$ cat src/single_precision_hypot_macros.svh
// Assertion macros for the hypot block.
`ifndef SINGLE_PRECISION_HYPOT_MACROS_SVH
`define SINGLE_PRECISION_HYPOT_MACROS_SVH
`ifndef SYNTHESIS
`define HYP_ASSERT_IMP(label, clk, rst, ante, cons) \
  label: assert property (@(posedge clk) disable iff (rst) (ante) |-> (cons)) \
    else $error("assertion failed");
`define HYP_ASSERT_NXT(label, clk, rst, ante, cons) \
  label: assert property (@(posedge clk) disable iff (rst) (ante) |=> (cons)) \
    else $error("assertion failed");
`else
`define HYP_ASSERT_IMP(label, clk, rst, ante, cons)
`define HYP_ASSERT_NXT(label, clk, rst, ante, cons)
`endif
`endif

$ cat src/sph_pkg.sv
package sph_pkg;
  localparam logic [31:0] SIGN_MASK  = 32'h8000_0000;
  localparam logic [30:0] INF_MAG    = 31'h7F80_0000;
  localparam logic [31:0] QUIET_BIT  = 32'h0040_0000;
  localparam logic [31:0] CANON_QNAN = 32'h7FC0_0000;
  localparam logic [31:0] INF_BITS   = 32'h7F80_0000;
  localparam int          ROOT_BITS  = 55;
  localparam int          FRAC_W     = 112;

  typedef struct packed {
    logic [31:0] res;
    logic        inv;
    logic        ovf;
    logic        unf;
    logic        inx;
  } result_t;

  // Item carried through the root pipeline.
  typedef struct packed {
    logic        special;
    result_t     spec;
    logic [10:0] ef;
    logic [FRAC_W-1:0] rad;
    logic [FRAC_W-1:0] rem;
    logic [ROOT_BITS+1:0] q;
  } root_item_t;
endpackage

$ cat src/sph_root_stage.sv
// One digit of the restoring square root per stage: bring down a radicand pair,
// subtract the trial value, shift in the next root bit.
module sph_root_stage (
  input  logic               clk,
  input  logic               rst,
  input  logic               en,
  input  logic               in_valid,
  input  sph_pkg::root_item_t in_item,
  output logic               out_valid,
  output sph_pkg::root_item_t out_item
);
  import sph_pkg::*;

  logic [FRAC_W-1:0] r_sh;
  logic [FRAC_W-1:0] t;
  logic [FRAC_W-1:0] r_sub;
  logic              take;
  root_item_t        item_next;

  always_comb begin
    item_next = in_item;
    r_sh  = {in_item.rem[FRAC_W-3:0], in_item.rad[FRAC_W-1 -: 2]};
    t     = {{(FRAC_W-ROOT_BITS-4){1'b0}}, in_item.q, 2'b01};
    r_sub = r_sh - t;
    take  = (r_sh >= t);
    item_next.rad = {in_item.rad[FRAC_W-3:0], 2'b00};
    item_next.rem = take ? r_sub : r_sh;
    item_next.q   = {in_item.q[ROOT_BITS:0], take};
  end

  always_ff @(posedge clk) begin
    if (rst) begin
      out_valid <= 1'b0;
    end else if (en) begin
      out_valid <= in_valid;
    end
  end

  always_ff @(posedge clk) begin
    if (en) begin
      out_item <= item_next;
    end
  end
endmodule

$ cat config.mk
export PLATFORM = sky130hd
export DESIGN_NAME = sph_root_stage
export DESIGN_NICKNAME = d
export VERILOG_FILES = /design/src/single_precision_hypot_macros.svh /design/src/sph_pkg.sv /design/src/sph_root_stage.sv
export SDC_FILE = /design/constraint.sdc
export NUM_CORES = 1
export LEC_CHECK = 0
export BUFFER_PORTS_ARGS = -buffer_cell sky130_fd_sc_hd__buf_2
export CORE_AREA = 2 2 255 257
export CTS_CLUSTER_DIAMETER = 80
export CTS_CLUSTER_SIZE = 8
export DETAILED_ROUTE_END_ITERATION = 12
export DIE_AREA = 0 0 257 259
export PLACE_DENSITY = 0.55
export SYNTH_ARGS = -nofsm -noshare
export SYNTH_HDL_FRONTEND = slang
export SYNTH_SLANG_ARGS = --single-unit
$ cat constraint.sdc
create_clock -name clk -period 3.57 [get_ports clk]
set_input_delay 0.357 -clock clk [delete_from_list [all_inputs] [get_ports clk]]
set_output_delay 0.357 -clock clk [all_outputs]
set_load 0.05 [all_outputs]
==> results by group, run 1 <==
Floorplanning
  • Die Span Y: 259 um
  • Die footprint: 66600 um^2
  • Starting density of the core: 25.4%
  • Cell row count: 93
  • Core Box Area: 63900 um^2
  • Die Span X: 257 um
  • Top Ports: 663

Power and ir drop
  • Clock network fraction of total power: 34.3%
  • PwrDens: 487 nW/um^2
  • Combinational share of power: 27.8%
  • Net Sw Frac: 33.5%
  • Psw: 4.24 mW
  • VDD IR max: 0.000358 V
  • Power Internal: 8.41 mW
  • Flop pwr share: 37.9%
  • Leakage power: 11.1 nW

Yosys
  • Mapped cell area: 16200 um^2
  • Synth cell types: 80
  • Yosys warnings: 0
  • Post-synth top area share: 60.6%
  • Synth area leader: edfxtp_1
  • Async SR Flop Fraction: 0%
  • Number of synthesized register bits: 328
  • Mux share of post-synthesis cell area: 0.131%
  • Mapped Avg Cell Area: 11.7 um^2
  • Main flop type after synthesis: edfxtp_1
  • Top-count cell post-synth: edfxtp_1
  • Post-synth EDFFs: 327
  • Largest family of logic cells by synthesized area: simple AND/OR/NAND/NOR gates
  • Seq/Total Area, Yosys: 60.7%
  • Adder-cell share of the synthesized area: 4.55%
  • Simple-Gate Fraction of Synth Area: 14.3%
  • Compound-Gate Fraction of Synth Area: 11.4%
  • Dominant cells by area after synthesis: edfxtp_1 61%, ha_1 4.6%, a21oi_1 4.5%
  • Post-synth top cells: 327 x edfxtp_1, 145 x a21oi_1, 141 x nor2_1, 121 x nand2_1, 72 x inv_1
  • Post-synthesis cell count: 1391
  • XOR/XNOR Fraction of Synth Area: 5.94%

Detailed routing
  • DRC viols: 0
  • DRT iter0 DRCs: 869
  • Drt wl/cell: 22.2 um
  • 1st-pass router iterations: 5
  • Vias post-DR: 15700
  • Drt total wl: 75.4 mm
  • ANT nets after route: 0
  • DR vias/cell: 4.60

Cells and area
  • Area Growth Syn to Fin: 60.4%
  • Multi-input gate area: 6000 um^2
  • Register area: 9840 um^2
  • Final nets: 2916
  • Layout Cells excl Fill: 3402
  • Post-route cell area: 26000 um^2
  • Share of layout cells above drive strength 1: 39.5%
  • Filler Cell Count: 6228

Worst setup path
  • Worst R2R Setup Slack: 2.44 ns
  • CP Class: input port to flop
  • Crit end category: flop
  • Worst path required time: 3.88 ns
  • Critical path peak fanout: 6
  • Critical path startpoint category: input port
  • Worst Path Arrival: 3.78 ns

Place
  • Pre-CTS setup slack: -0.625 ns
  • DPL Wire Length: 61.0 mm
  • GP Congestion: 0.871
  • Dpl cell area: 22300 um^2
  • DP Cell Count: 3110
  • PortBufs: 658

Clock tree
  • CTS Buf Count: 49
  • Clock slew at reported path FFs: 0.05 ns
  • CTS tree: yes
  • Htree depth: 2
  • Max Buffers Root-to-Sink: 3
  • Clk sinks: 328
  • Clock latency on the worst-skew pair: 0.58 ns
  • Clk root buf: clkbuf_16

GRT
  • Antenna violations before repair: 24
  • Tot GR Track Use: 21.8%
  • Vias in the first global route: 16500
  • GRT overflow: 0
  • Largest net degree at the start of global routing: 102
  • First-pass GRT wire length: 107 mm

Timing
  • Max-slew violations: 0
  • Post-route clock period utilization: 97.1%
  • Final setup fails: 0
  • Rel. slew slack: 37.2%
  • FMAX: 288 MHz
  • Shortest period the worst path allows: 3.47 ns
  • Setup TNS: 0 ns
  • Slew @ Worst Pin: 0.942 ns
  • Skew final: 0 ns
  • Final hold violation count: 0
  • Final setup margin: 0.102 ns

Worst hold path
  • Hold Crit Class: input port to flop

Run status
  • Status: completed

Run
  • Max Cap Viol: 0
critical path: stages:
cell and delay (ns):
dlygate4sd3_1 0.52, buf_2 0.11, inv_1 0.05, ha_1 0.30
buf_4 0.15, nand4_1 0.14, nor3_1 0.25, nand2_1 0.13
a311oi_2 0.43, buf_4 0.19, o21ai_0 0.11, a21oi_1 0.19
buf_4 0.16, a31oi_1 0.13, o311ai_2 0.43, xnor2_1 0.11
path summary, 6_finish.rpt:
check / cells past startpoint / from / endpoint
max reg2reg: 3 / out_valid / out_valid
min: 2 / in_item[39] / out_item[40]
min reg2reg: 3 / out_valid / out_valid
max: 16 / in_item[31] / out_item[143]
power by group through the flow:
stage | registers [mW] | clock network [mW] | logic, mW
2_1_floorplan | 6.15 | 0 | 0.718
3_3_place_gp | 4.85 | 0 | 3.31
3_5_place_dp | 4.86 | 0 | 3.32
4_1_cts | 4.79 | 4.47 | 3.53
5_1_grt | 4.82 | 4.62 | 3.72
6_report | 4.79 | 4.34 | 3.52
sequential cells by signal (all words and copies together), names as in the netlist:
name / flops
out_item: 327
out_valid: 1
layout make-up:
| cell class | count | share of cell area [%] |
|---|---|---|
| Sequential cell | 328 | 37.8 |
| Tap cell | 855 | 4.11 |
| Antenna cell | 8 | 0.0770 |
| Inverter | 73 | 1.06 |
| Multi-Input combinational cell | 949 | 23.1 |
| Clock inverter | 9 | 0.462 |
| Clock buffer | 57 | 4.91 |
| Timing Repair Buffer | 1123 | 28.5 |
cell families (layout without fill, tap and decap cells):
group,after synthesis,after routing
xor+xnor,110,110
buf+inv,115,1262
other cells,1,10
mux,2,2
simple gates,465,465
flops,328,328
fa+ha+maj,59,59
compound gates,311,311
what timing repair did:
| item | in CTS | in global routing |
|---|---|---|
| hold endpoints to repair | 213 | 0 |
| gates resized for setup | 1 | 18 |
| endpoints found under the setup margin | 1 | 19 |
| setup buffers | 0 | 4 |
| pin swaps | 0 | 9 |
| hold buffers | 214 | 0 |
cells in the final DEF, fill, tap and decap left out, drive strengths merged, types with 14 or more instances in the layout:
cell	instances
nor4	29
xnor2	57
nand4	30
nand3	30
a21oi	145
inv	73
o21ai	70
dlygate4sd3	214
or3	16
ha	59
nor3	35
buf	909
nand2	121
edfxtp	327
clkbuf	57
nor2	143
xor2	53
a21o	14
per-layer routing:
layer | global-route usage [%] | wire length (um) | vias to the layer above
met5 | 0 | 184 | -
met4 | 10.1 | 3410 | 26
met3 | 6.04 | 4920 | 137
met2 | 39.1 | 38100 | 545
met1 | 23.9 | 28800 | 7502
li1 | - | - | 7445
through the flow:
step	util [%]	total power, mW	hold WS (ns)
2_1_floorplan	-	6.86	0.429
3_3_place_gp	34.9	8.17	0.468
3_5_place_dp	34.9	8.18	0.486
4_1_cts	40.5	12.8	0.0302
5_1_grt	40.7	13.2	0.0509
6_report	40.7	12.7	0.0627
Power figures use the tool's default switching activity.
==> inputs of run 2 (changes only) <==
- CTS_CLUSTER_DIAMETER: 80 -> 120
- PLACE_DENSITY: 0.55 -> 0.5
==> run 2 against run 1 <==
Final cell count is 0.29% lower. Routed wire length shrank 1.1%. Critical endpoint is now out_item[151]. Die area stayed put. Largest cell class unchanged. Clock power fell by 8.5%. Via count is 0.75% lower.
==> results by group, run 2 (synthesis gave the netlist of run 1 again) <==
Detailed routing
  • DRT iter0 DRCs: 947
  • Drt wl/cell: 22.0 um
  • DRC viols: 0
  • ANT nets after route: 0
  • Vias post-DR: 15500
  • 1st-pass router iterations: 7
  • DR vias/cell: 4.58
  • Drt total wl: 74.6 mm

Worst setup path
  • Worst Path Arrival: 3.73 ns
  • CP Class: input port to flop
  • CP cell instances: dlygate4sd3_1 -> buf_2 -> inv_1 -> ha_1 -> nand4_1 -> nor2_1 -> a22oi_1 -> a2111o_1 -> o2111ai_1 -> buf_4 -> buf_4 -> o21ai_1 -> nor4b_2 -> buf_4 -> nand4_1 -> xnor2_1
  • Crit end category: flop
  • Crit-path leading delay family: buffers and inverters
  • Most used cell, CP: buf_4
  • Crit-path slowest cell: dlygate4sd3_1
  • Critical path peak fanout: 4
  • Worst path max stage delay: 0.52 ns
  • Worst path required time: 3.91 ns
  • Buf/Inv on CP: 6
  • Critical path startpoint category: input port

Clock tree
  • Clock latency on the worst-skew pair: 0.59 ns
  • Htree depth: 2
  • CTS Buf Count: 46
  • Max Buffers Root-to-Sink: 3
  • Clk root buf: clkbuf_16
  • Clk sinks: 328
  • CTS tree: yes
  • Clock slew at reported path FFs: 0.05 ns

Timing
  • Shortest period the worst path allows: 3.39 ns
  • Slew @ Worst Pin: 0.724 ns
  • Max-slew violations: 0
  • Final hold violation count: 0
  • Rel. slew slack: 51.3%
  • Final setup margin: 0.179 ns
  • Skew final: 0 ns
  • FMAX: 295 MHz
  • WHS: 0.0643 ns
  • Post-route clock period utilization: 95.0%
  • Setup TNS: 0 ns
  • Final setup fails: 0

GRT
  • Antenna violations before repair: 27
  • Tot GR Track Use: 21.6%
  • Largest net degree at the start of global routing: 80
  • GRT overflow: 0
  • First-pass GRT wire length: 106 mm
  • Vias in the first global route: 16100

Floorplanning
  • Starting density of the core: 25.4%
  • Core Box Area: 63900 um^2
  • Die footprint: 66600 um^2
  • Die Span Y: 259 um
  • Cell row count: 93
  • Top Ports: 663
  • Die Span X: 257 um

Run
  • Max Cap Viol: 0

Cells and area
  • Max reg flops: 327
  • Share of layout cells above drive strength 1: 39.4%
  • Final nets: 2909
  • Top reg by flops: out_item
  • Most frequent cells in the layout: 657 x buf_2, 327 x edfxtp_1, 248 x buf_4
  • Util after Layout: 40.4%
  • Top Registers: out_item: 327 flops, out_valid: 1 flops
  • Area Growth Syn to Fin: 59.0%
  • Commonest non-fill, non-tap cell in the layout: buf_2
  • Post-route cell area: 25800 um^2
  • Filler Cell Count: 6276
  • Layout Cells excl Fill: 3392

Power and ir drop
  • PwrDens: 476 nW/um^2
  • Power Internal: 8.08 mW
  • Net Sw Frac: 34.2%
  • Tot Pwr: 12.3 mW
  • Psw: 4.20 mW
  • Clock network fraction of total power: 32.4%
  • VDD IR max: 0.000361 V
  • Combinational share of power: 28.7%
  • Flop pwr share: 38.9%
  • Leakage power: 11.0 nW

Run status
  • Status: completed

Place
  • Dpl cell area: 22400 um^2
  • PortBufs: 658
  • Pre-CTS setup slack: -0.440 ns
  • DPL Wire Length: 60.4 mm
  • DP Cell Count: 3116
  • GP Congestion: 0.868

Worst hold path
  • Hold Crit Class: input port to flop
==> run 2: changes by cell type in the layout (fill, tap and decap cells not counted), sizes merged <==
cell	change
buf	+4
inv	+1
clkbuf	-3
clkinv	-5
diode	+3
dlygate4sd3	-8
bufinv	-2
==> run 2: final timing paths <==
check | start | cells past startpoint | slack [ns] | to
setup / recovery | in_item[24] | 16 | 0.18 | out_item[151]
hold / removal | in_item[19] | 2 | 0.06 | out_item[20]
setup reg to reg | out_valid | 3 | 2.44 | out_valid
hold reg to reg | out_valid | 3 | 1.04 | out_valid
==> run 2: repair_timing <==
item | in CTS | in global routing
endpoints found under the setup margin | 0 | 33
hold buffers | 206 | 0
buffers inserted | 0 | 2
hold endpoints to repair | 205 | 0
resized for setup | 0 | 17
==> run 2: final cells by class <==
cell class	count	area (um^2)	area share [%]
multi-input combinational	949	5960	23.1
tap	855	1070	4.15
clock inverter	3	58.8	0.228
timing repair buffer	1119	7370	28.6
inverter	73	275	1.07
sequential	328	9840	38.2
clock buffer	54	1180	4.58
antenna	11	27.5	0.107
==> run 2: metal layers <==
metal	GRT usage [%]	vias to the layer above	routed length (um)
li1	-	7442	-
met1	23.1	7409	27900
met2	39.9	529	38600
met3	6.21	127	5060
met4	8.27	30	2760
met5	0	-	205
==> run 2: power groups by stage <==
stage	clock network, mW	registers [mW]	logic (mW)
2_1_floorplan	0	6.15	0.718
3_5_place_dp	0	4.85	3.34
4_1_cts	4.10	4.78	3.54
5_1_grt	4.23	4.81	3.72
6_report	3.97	4.78	3.52
3_3_place_gp	0	4.85	3.33
